<file path="src/hdl/rrq_pkg.sv">
// Shared types and constants for the round-robin run queue.
package rrq_pkg;

    localparam int ID_W          = 6;
    localparam int ID_SPACE      = 1 << ID_W;
    localparam int SLICE_W       = 8;
    localparam int QCNT_W        = 7;
    localparam int IN_TDATA_W    = 8;
    localparam int OUT_TDATA_W   = 24;
    localparam int NUM_PROCS_DEF = 64;
    localparam logic [SLICE_W-1:0] MAX_SLICE_RST = 8'd5;

    typedef enum logic [1:0] {
        ACT_ENQ  = 2'd0,
        ACT_DEQ  = 2'd1,
        ACT_PICK = 2'd2,
        ACT_TICK = 2'd3
    } action_t;

    typedef enum logic [1:0] {
        ST_IDLE,
        ST_EXEC,
        ST_COMPACT
    } state_t;

    // broadcast to every cell of the chain
    typedef struct packed {
        logic            enq;
        logic            deq;
        logic [ID_W-1:0] id;
    } cell_cmd_t;

    // what a cell shows its neighbours
    typedef struct packed {
        logic            occ;
        logic            hole;
        logic [ID_W-1:0] id;
    } cell_data_t;

endpackage

</file>
<file path="src/hdl/rrq_cell.sv">
// One queue position: holds an id, takes an append, and closes a dequeue gap.
module rrq_cell (
    input  logic               clk,
    input  logic               rst_n,
    input  rrq_pkg::cell_cmd_t cmd,
    input  rrq_pkg::cell_data_t left,
    input  rrq_pkg::cell_data_t right,
    output rrq_pkg::cell_data_t data
);
    import rrq_pkg::*;

    logic            occ_reg;
    logic            hole_reg;
    logic [ID_W-1:0] id_reg;

    logic take_enq;
    logic take_right;

    // first empty position behind an occupied one gets the append
    assign take_enq   = cmd.enq && !occ_reg && left.occ;
    assign take_right = hole_reg && right.occ;

    always_ff @(posedge clk or negedge rst_n)
    begin
        if (!rst_n)
        begin
            occ_reg  <= 1'b0;
            hole_reg <= 1'b0;
        end
        else if (take_enq)
        begin
            occ_reg <= 1'b1;
        end
        else if (cmd.deq && occ_reg && (id_reg == cmd.id))
        begin
            hole_reg <= 1'b1;
        end
        else if (hole_reg)
        begin
            // gap moves right; at the end of the run it becomes free
            hole_reg <= 1'b0;
            occ_reg  <= right.occ;
        end
        else if (left.hole && occ_reg)
        begin
            hole_reg <= 1'b1;
        end
    end

    always_ff @(posedge clk)
    begin
        if (take_enq)
        begin
            id_reg <= cmd.id;
        end
        else if (take_right)
        begin
            id_reg <= right.id;
        end
    end

    assign data.occ  = occ_reg;
    assign data.hole = hole_reg;
    assign data.id   = id_reg;

endmodule

</file>
<file path="src/hdl/rrq_slice_mem.sv">
// Time-slice table: one read port and one write port, with per-entry valid bits (unwritten entries read zero).
module rrq_slice_mem #(
    parameter int DEPTH = rrq_pkg::NUM_PROCS_DEF
) (
    input  logic                        clk,
    input  logic                        rst_n,
    input  logic                        rd_en,
    input  logic [$clog2(DEPTH)-1:0]    rd_addr,
    output logic [rrq_pkg::SLICE_W-1:0] rd_data,
    input  logic                        wr_en,
    input  logic [$clog2(DEPTH)-1:0]    wr_addr,
    input  logic [rrq_pkg::SLICE_W-1:0] wr_data
);
    import rrq_pkg::*;

    logic [SLICE_W-1:0] mem [DEPTH];
    logic [DEPTH-1:0]   vld_reg;
    logic [SLICE_W-1:0] rd_data_reg;
    logic               rd_vld_reg;

    always_ff @(posedge clk)
    begin
        if (wr_en)
        begin
            mem[wr_addr] <= wr_data;
        end
        if (rd_en)
        begin
            rd_data_reg <= mem[rd_addr];
        end
    end

    always_ff @(posedge clk or negedge rst_n)
    begin
        if (!rst_n)
        begin
            vld_reg    <= '0;
            rd_vld_reg <= 1'b0;
        end
        else
        begin
            if (wr_en)
            begin
                vld_reg[wr_addr] <= 1'b1;
            end
            if (rd_en)
            begin
                rd_vld_reg <= vld_reg[rd_addr];
            end
        end
    end

    assign rd_data = rd_vld_reg ? rd_data_reg : '0;

endmodule

</file>
<file path="src/hdl/round_robin_run_queue.sv">
// Round-robin run queue with per-process time slices, built as a chain of cells.
//
//  channel   | dir | handshake                 | contents
//  ----------+-----+---------------------------+------------------------------------
//  s_*       | in  | s_tvalid / s_tready       | action [1:0], proc_id [7:2]
//  m_*       | out | m_tvalid / m_tready       | accepted, pick_valid, pick_id,
//            |     |                           | resched, queue_count, slice
//  cfg_*     | in  | cfg_we (no wait)          | slice limit [7:0]
//
//  Sequence: an item is taken while idle and its result is registered in the
//  execute state once the output register is free; pick, tick, enqueue and
//  refused actions then return to idle, while a dequeue holds the input in
//  the compact state as the gap walks one cell a cycle to the tail of the chain.
//  Stalls: a finished result sits in the output register; the block holds the
//  next item in execution until that register is free.
//  Reset: the chain, membership bits and slice valid bits clear at once.
module round_robin_run_queue #(
    parameter int NUM_PROCS = rrq_pkg::NUM_PROCS_DEF
) (
    input  logic                            clk,
    input  logic                            rst_n,
    // configuration
    input  logic                            cfg_we,
    input  logic [rrq_pkg::SLICE_W-1:0]     cfg_wdata,   // slice limit
    // input items
    input  logic                            s_tvalid,
    output logic                            s_tready,
    input  logic [rrq_pkg::IN_TDATA_W-1:0]  s_tdata,     // action[1:0], proc_id[7:2]
    // result items
    output logic                            m_tvalid,
    input  logic                            m_tready,
    output logic [rrq_pkg::OUT_TDATA_W-1:0] m_tdata      // accepted[0], pick_valid[1],
                                                         // pick_id[7:2], resched[8],
                                                         // queue_count[15:9], slice[23:16]
);
    import rrq_pkg::*;

    // only ids that fit in proc_id can ever be queued
    localparam int SLOTS  = (NUM_PROCS < ID_SPACE) ? NUM_PROCS : ID_SPACE;
    localparam int SLOT_W = $clog2(SLOTS);
    localparam int CNT_W  = $clog2(SLOTS + 1);

    state_t state_reg, state_next;

    logic [SLICE_W-1:0] max_slice_reg;
    action_t            act_reg;
    logic [ID_W-1:0]    id_reg;
    logic               vid_reg;
    logic [CNT_W-1:0]   cnt_reg, cnt_next;
    logic [SLOTS-1:0]   inq_reg;

    logic                   out_valid_reg;
    logic [OUT_TDATA_W-1:0] out_data_reg;

    logic               accept_in;
    logic               out_free;
    logic               commit;
    logic               inq_hit;
    logic [SLOT_W-1:0]  slot;

    logic [SLICE_W-1:0] slice_cur;
    logic [SLICE_W-1:0] slice_new;
    logic               slice_wr;
    logic               acc;
    logic               pick_v;
    logic [ID_W-1:0]    pick_id;
    logic               resched;
    logic [SLICE_W-1:0] slice_out;

    cell_cmd_t          cmd;
    cell_data_t         cells    [SLOTS];
    cell_data_t         left_in  [SLOTS];
    cell_data_t         right_in [SLOTS];
    logic [SLOTS-1:0]   occ_vec;
    logic [SLOTS-1:0]   hole_vec;

    assign s_tready  = (state_reg == ST_IDLE);
    assign accept_in = s_tvalid && s_tready;
    assign out_free  = !out_valid_reg || m_tready;
    assign commit    = (state_reg == ST_EXEC) && out_free;
    assign slot      = SLOT_W'(id_reg);
    assign inq_hit   = vid_reg && inq_reg[slot];

    // configuration register
    always_ff @(posedge clk or negedge rst_n)
    begin
        if (!rst_n)
        begin
            max_slice_reg <= MAX_SLICE_RST;
        end
        else if (cfg_we)
        begin
            max_slice_reg <= cfg_wdata;
        end
    end

    // latched item
    always_ff @(posedge clk)
    begin
        if (accept_in)
        begin
            act_reg <= action_t'(s_tdata[1:0]);
            id_reg  <= s_tdata[7:2];
            vid_reg <= (32'(s_tdata[7:2]) < NUM_PROCS);
        end
    end

    rrq_slice_mem #(
        .DEPTH (SLOTS)
    ) u_slice (
        .clk     (clk),
        .rst_n   (rst_n),
        .rd_en   (accept_in),
        .rd_addr (SLOT_W'(s_tdata[7:2])),
        .rd_data (slice_cur),
        .wr_en   (commit && slice_wr),
        .wr_addr (slot),
        .wr_data (slice_new)
    );

    // action decode, evaluated in the execute cycle
    always_comb
    begin
        slice_new = slice_cur;
        slice_wr  = 1'b0;
        acc       = 1'b0;
        pick_v    = 1'b0;
        pick_id   = '0;
        resched   = 1'b0;
        cnt_next  = cnt_reg;
        cmd.enq   = 1'b0;
        cmd.deq   = 1'b0;
        cmd.id    = id_reg;
        case (act_reg)
            ACT_ENQ:
            begin
                if (vid_reg && !inq_hit)
                begin
                    acc      = 1'b1;
                    cnt_next = cnt_reg + 1'b1;
                    cmd.enq  = commit;
                    slice_wr = 1'b1;
                    if ((slice_cur == '0) || (slice_cur > max_slice_reg))
                    begin
                        slice_new = max_slice_reg;
                    end
                end
            end
            ACT_DEQ:
            begin
                if (inq_hit)
                begin
                    acc      = 1'b1;
                    cnt_next = cnt_reg - 1'b1;
                    cmd.deq  = commit;
                end
            end
            ACT_PICK:
            begin
                // head is reported even for an out-of-range id
                if (cnt_reg != '0)
                begin
                    pick_v  = 1'b1;
                    pick_id = cells[0].id;
                end
            end
            ACT_TICK:
            begin
                if (vid_reg)
                begin
                    slice_wr = 1'b1;
                    if (slice_cur != '0)
                    begin
                        slice_new = slice_cur - 1'b1;
                    end
                    resched = (slice_new == '0);
                end
            end
            default:
            begin
                slice_wr = 1'b0;
            end
        endcase
        slice_out = vid_reg ? slice_new : '0;
    end

    // membership bits and count
    always_ff @(posedge clk or negedge rst_n)
    begin
        if (!rst_n)
        begin
            inq_reg <= '0;
            cnt_reg <= '0;
        end
        else if (commit && acc)
        begin
            cnt_reg       <= cnt_next;
            inq_reg[slot] <= (act_reg == ACT_ENQ);
        end
    end

    // chain of cells, head at index 0
    generate
        for (genvar i = 0; i < SLOTS; i++)
        begin : g_cell
            if (i == 0)
            begin : g_head
                assign left_in[i] = '{occ: 1'b1, hole: 1'b0, id: '0};
            end
            else
            begin : g_mid
                assign left_in[i] = cells[i-1];
            end
            if (i == SLOTS - 1)
            begin : g_tail
                assign right_in[i] = '{occ: 1'b0, hole: 1'b0, id: '0};
            end
            else
            begin : g_next
                assign right_in[i] = cells[i+1];
            end

            rrq_cell u_cell (
                .clk   (clk),
                .rst_n (rst_n),
                .cmd   (cmd),
                .left  (left_in[i]),
                .right (right_in[i]),
                .data  (cells[i])
            );

            assign occ_vec[i]  = cells[i].occ;
            assign hole_vec[i] = cells[i].hole;
        end
    endgenerate

    // sequencer
    always_ff @(posedge clk or negedge rst_n)
    begin
        if (!rst_n)
        begin
            state_reg <= ST_IDLE;
        end
        else
        begin
            state_reg <= state_next;
        end
    end

    always_comb
    begin
        state_next = state_reg;
        case (state_reg)
            ST_IDLE:
            begin
                if (accept_in)
                begin
                    state_next = ST_EXEC;
                end
            end
            ST_EXEC:
            begin
                if (commit)
                begin
                    state_next = cmd.deq ? ST_COMPACT : ST_IDLE;
                end
            end
            ST_COMPACT:
            begin
                if (!(|hole_vec))
                begin
                    state_next = ST_IDLE;
                end
            end
            default:
            begin
                state_next = ST_IDLE;
            end
        endcase
    end

    // output register
    always_ff @(posedge clk or negedge rst_n)
    begin
        if (!rst_n)
        begin
            out_valid_reg <= 1'b0;
        end
        else if (commit)
        begin
            out_valid_reg <= 1'b1;
        end
        else if (m_tready)
        begin
            out_valid_reg <= 1'b0;
        end
    end

    always_ff @(posedge clk)
    begin
        if (commit)
        begin
            out_data_reg <= {slice_out, QCNT_W'(cnt_next), resched, pick_id, pick_v, acc};
        end
    end

    assign m_tvalid = out_valid_reg;
    assign m_tdata  = out_data_reg;

    // checks
    a_cnt_range: assert property (@(posedge clk) disable iff (!rst_n)
        32'(cnt_reg) <= SLOTS)
        else $error("queue count beyond chain length");

    a_idle_no_gap: assert property (@(posedge clk) disable iff (!rst_n)
        (state_reg == ST_IDLE) |-> !(|hole_vec))
        else $error("gap left in chain while idle");

    a_members: assert property (@(posedge clk) disable iff (!rst_n)
        (state_reg == ST_IDLE) |-> ($countones(inq_reg) == 32'(cnt_reg)))
        else $error("membership bits disagree with count");

    a_cells: assert property (@(posedge clk) disable iff (!rst_n)
        (state_reg == ST_IDLE) |-> ($countones(occ_vec) == 32'(cnt_reg)))
        else $error("occupied cells disagree with count");

    a_head: assert property (@(posedge clk) disable iff (!rst_n)
        (state_reg == ST_IDLE) |-> (cells[0].occ == (cnt_reg != '0)))
        else $error("head cell state disagrees with count");

endmodule
</file>
<file path="config.mk">
export PLATFORM = sky130hd
export DESIGN_NAME = round_robin_run_queue
export DESIGN_NICKNAME = d
export VERILOG_FILES = /design/src/hdl/rrq_pkg.sv /design/src/hdl/rrq_cell.sv /design/src/hdl/rrq_slice_mem.sv /design/src/hdl/round_robin_run_queue.sv
export SDC_FILE = /design/constraint.sdc
export NUM_CORES = 2
export LEC_CHECK = 0
export ABC_AREA = 0
export BUFFER_PORTS_ARGS = -buffer_cell sky130_fd_sc_hd__buf_2
export CAP_MARGIN = 20
export CORE_ASPECT_RATIO = 0.8
export CORE_UTILIZATION = 30
export CTS_CLUSTER_DIAMETER = 40
export DETAILED_ROUTE_END_ITERATION = 8
export GPL_TIMING_DRIVEN = 0
export RECOVER_POWER = 50
export SYNTH_ARGS = -nofsm -noshare
export SYNTH_HDL_FRONTEND = slang
export SYNTH_SLANG_ARGS = --single-unit
</file>
<file path="constraint.sdc">
create_clock -name clk -period 5.8 [get_ports clk]
set_input_delay 1.16 -clock clk [delete_from_list [all_inputs] [get_ports clk]]
set_output_delay 1.16 -clock clk [all_outputs]
set_load 0.1 [all_outputs]
</file>
==> results.md <==
* Largest net degree at the start of global routing at 100
* CTS Hold Bufs at 0
* Synthesized cell area at around 0.057 mm2
* Final setup vio count at 12
* Synth async-reset ratio at between 20 and 25%
* Die area at between 0.15 and 0.2 mm2
* Overflow after GRT at 0
* Post-synth EDFFs at ~940
* Post-synthesis compound-gate area fraction at under 10%
* Dpl cell area at roughly 0.062 mm2
* Vias in the first global route at around 36,000
* Area Growth Syn to Fin at 18.8%
* Sequential Area at between 0.03 and 0.04 mm2
* P per Cell Area at approximately 350 mW/mm2
* Place WS at 0.182 ns
* Post-synthesis simple-gate area fraction at between 7 and 8%
* Post-layout power at 24.1 mW
* Post-synth top flop: edfxtp_1
* Clock buffer count from CTS at 172
* Gpl congestion at ~0.9
* Post-Synth XOR/XNOR Area at 5.89%
* Final TNS setup at -0.595 ns
* Fin crit share at 101%
* Slowest stage cell, crit path: nor3_1
* Post-route design area at between 0.06 and 0.07 mm2
* Synth Instances at about 3,800
* Nets at 4,211
* Largest family of logic cells by synthesized area: multiplexers
* Maxcap violations at 1
* Reg-to-Reg Start: id_reg[1]$_DFFE_PP_
* Vias per cell at around 5.4
* Most frequent cell on the critical path: clkbuf_1
* Max-slew violations at between 80 and 90
* Slowest stage delay, CP at between 0.9 and 1 ns
* Initial core utilization at between 30% and 40%
* Gates resized, CTS repair at 0
* Routed vias at between 30,000 and 40,000
* Yosys reg bits at roughly 1,200
* Max reg flops at a little over 500
* Crit path launch: id_reg[1]$_DFFE_PP_
* Fin. Hold Viols at 0
* CP max FO at 10
* R2r setup slk at -0.08 ns
* Synth Area per Inst at 14.9 um2
* Hold path startpoint: u_slice.vld_reg[2]$_DFFE_PN0N_
* I/O pins at between 40 and 50
* Hpwl dp at between 100 and 150 mm
* Filler cells at 17,900
* Drt first pass iters at 6
* Hold path endpoint: u_slice.vld_reg[2]$_DFFE_PN0N_
* RR Endpoint: u_slice.mem[22][2]$_DFFE_PP_
* Critical path arrival at between 6 and 7 ns
* Clock Latency Late Sink at 0.82 ns
* Share of cells above drive strength 1 at between 20% and 30%
* CTS HTree Levels at 4
* Final worst slack at -0.0833 ns
* IO buf count at 46
* Max Clk Rate at approximately 170 MHz
* Critical path capture point type: flip-flop
* WL/cell at around 26 um
* Post-CTS setup buffers at 0
* Worst-case clock buffer depth at 3
* Leakage at 23.5 nW
* Worst-path cell chain: buf_2 > buf_2 > clkbuf_1 > clkbuf_1 > buf_16 > clkbuf_1 > nand3b_1 > nor3_1 > buf_4
* Max Clock Skew at 0.0721 ns
* WHS Path Cells at 1
* Post-detailed-route count of antenna-violating nets at 0
* Slew Limit Headroom at -203%
* Final wirelength at approximately 180 mm
* Slew of the pin with the lowest slew margin at between 4 and 5 ns
* Crit Path Class: flip-flop to flip-flop
* Clock slew at reported path FFs at roughly 0.060 ns
* Synth Area in Adders at less than 1%
* Total core area at ~0.19 mm2
* Post-synth net total at 3,871
* Mux contribution to synthesized area at between 10% and 20%
* Count of cell types in the netlist at approximately 80
* First-pass GRT wire length at 257 mm
* RSZ-0062 raised after global routing: yes
* Die X at approximately 490 um
* Final Critical Period at a little under 6 ns
* Ys Warns at 0
* Outcome: complete, but fails checks
* Sequential cell area fraction in the yosys report at approximately 61%
* Die H at 393 um
* Root Driver: clkbuf_16
* Total track usage at a little under a fifth
* Setup crit start kind: flip-flop
* Rows at 142
* VDD IR max at slightly above 300 uV
* Initial DRC count at roughly 4,300
* DRC viols at 0
* CTS tree: built
* Class of the worst hold path: flip-flop to flip-flop
* Initial antenna violation count at 9
* Required @ worst endpoint at about 6.3 ns
* Area occupied by multi-input gates at 0.0207 mm2
* R2r worst-path depth at 9
* Failing checks: capacitance limit, slew limit, setup timing
* Clk sinks at 1,211
## cells in the final DEF (no fill, tap or decap), types with 30 or more instances in the layout
master       n
nor4_1      89
nand4b_1    34
nand4_1    103
dfrtp_1    273
xor2_1     188
edfxtp_1   936
inv_1       52
a31o_2      65
buf_4       49
buf_1       41
nand3_1     40
mux2_2     430
clkbuf_16  173
clkbuf_1   271
o211ai_1   134
a21oi_1     44
nor2_1      61
nor3_1      75
buf_8       30
buf_2       64
xnor2_1    197
nand2_1    220
o21ai_0     49
mux4_2     195
## worst max-delay path: cells and delay by family (launching register included)
family	cells	cell delay (ns)
flops	1	0.45
buf+inv	7	3.10
simple gates	2	1.94
## cell usage after synthesis (all sizes together), types with 7 or more instances
cell type / number / share of area [%]
buf: 105 / 0.86
nand3: 42 / 0.61
o31ai: 7 / 0.092
xnor2: 197 / 3.0
o221ai: 26 / 0.40
nor3: 77 / 0.70
o211ai: 134 / 1.8
o21ai: 50 / 0.44
nand3b: 21 / 0.32
nand4: 103 / 1.1
mux4: 195 / 7.7
edfxtp: 936 / 49
a31oi: 7 / 0.077
nor4: 91 / 1.0
nor2: 61 / 0.40
or2: 11 / 0.12
nand2: 220 / 1.4
nand2b: 25 / 0.27
nand4b: 34 / 0.52
a21oi: 44 / 0.38
inv: 52 / 0.34
o21a: 29 / 0.38
xor2: 188 / 2.9
a22oi: 9 / 0.12
mux2: 447 / 8.8
or3: 21 / 0.23
ha: 14 / 0.31
clkbuf: 189 / 1.2
mux2i: 16 / 0.28
a211oi: 7 / 0.11
dfrtp: 273 / 12
a31o: 65 / 1.0
o22ai: 12 / 0.13
o21bai: 29 / 0.38
and2: 13 / 0.14
## power by group
part | internal, mW | switching (mW) | total, mW | leakage, nW
registers | 9.80 | 0.283 | 10.1 | 12.1
clock network | 6.84 | 4.40 | 11.2 | 3.01
logic | 0.867 | 1.92 | 2.79 | 8.47
## cells by family after synthesis
group	Yosys count
AOI/OAI and AO/OA	470
xor gates and xnor gates	385
adders and majority gates	15
buffers and inverters	349
DFF	1211
muxes	658
and+or+nand+nor	748
## how the worst max path moves through the flow
| stage | endpoint | depth (start not counted) |
|---|---|---|
| after global routing | u_slice.mem[22][2]$_DFFE_PP_ | 9 |
| after floorplan | m_tdata[19]$_DFFE_PP_ | 9 |
| final | u_slice.mem[22][2]$_DFFE_PP_ | 9 |
| after CTS | u_slice.mem[30][6]$_DFFE_PP_ | 9 |
| after detailed placement | u_slice.mem[30][4]$_DFFE_PP_ | 9 |
| after global placement | u_slice.mem[46][6]$_DFFE_PP_ | 11 |
## per-layer routing
metal | track usage [%] | vias to the layer above | wire length (um)
met1 | 25.7 | 19100 | 76700
met4 | 6.21 | 0 | 6000
met2 | 27.0 | 1693 | 77200
met3 | 4.12 | 311 | 16100
met5 | 0 | - | 0
li1 | - | 15700 | -
## layout make-up
class / instances / area share [%]
buffer: 294 / 1.72
sequential: 1211 / 51.5
antenna: 5 / 0.0184
multi-input combinational: 2276 / 30.4
tap: 2520 / 4.64
timing repair buffer: 166 / 2.16
clock buffer: 204 / 6.68
inverter: 55 / 0.306
clock inverter: 118 / 2.54
## per-stage QoR
stage          hold WS [ns]  std cells  util, %
6_report              0.461       6849     36.1
5_1_grt               0.468       6844     36.1
4_1_cts               0.342       6839     36.2
3_5_place_dp          0.448       6517     32.9
3_3_place_gp          0.443       6402     32.2
2_1_floorplan         0.424       3836        -
Note: power is estimated with default switching activity, not from simulation.
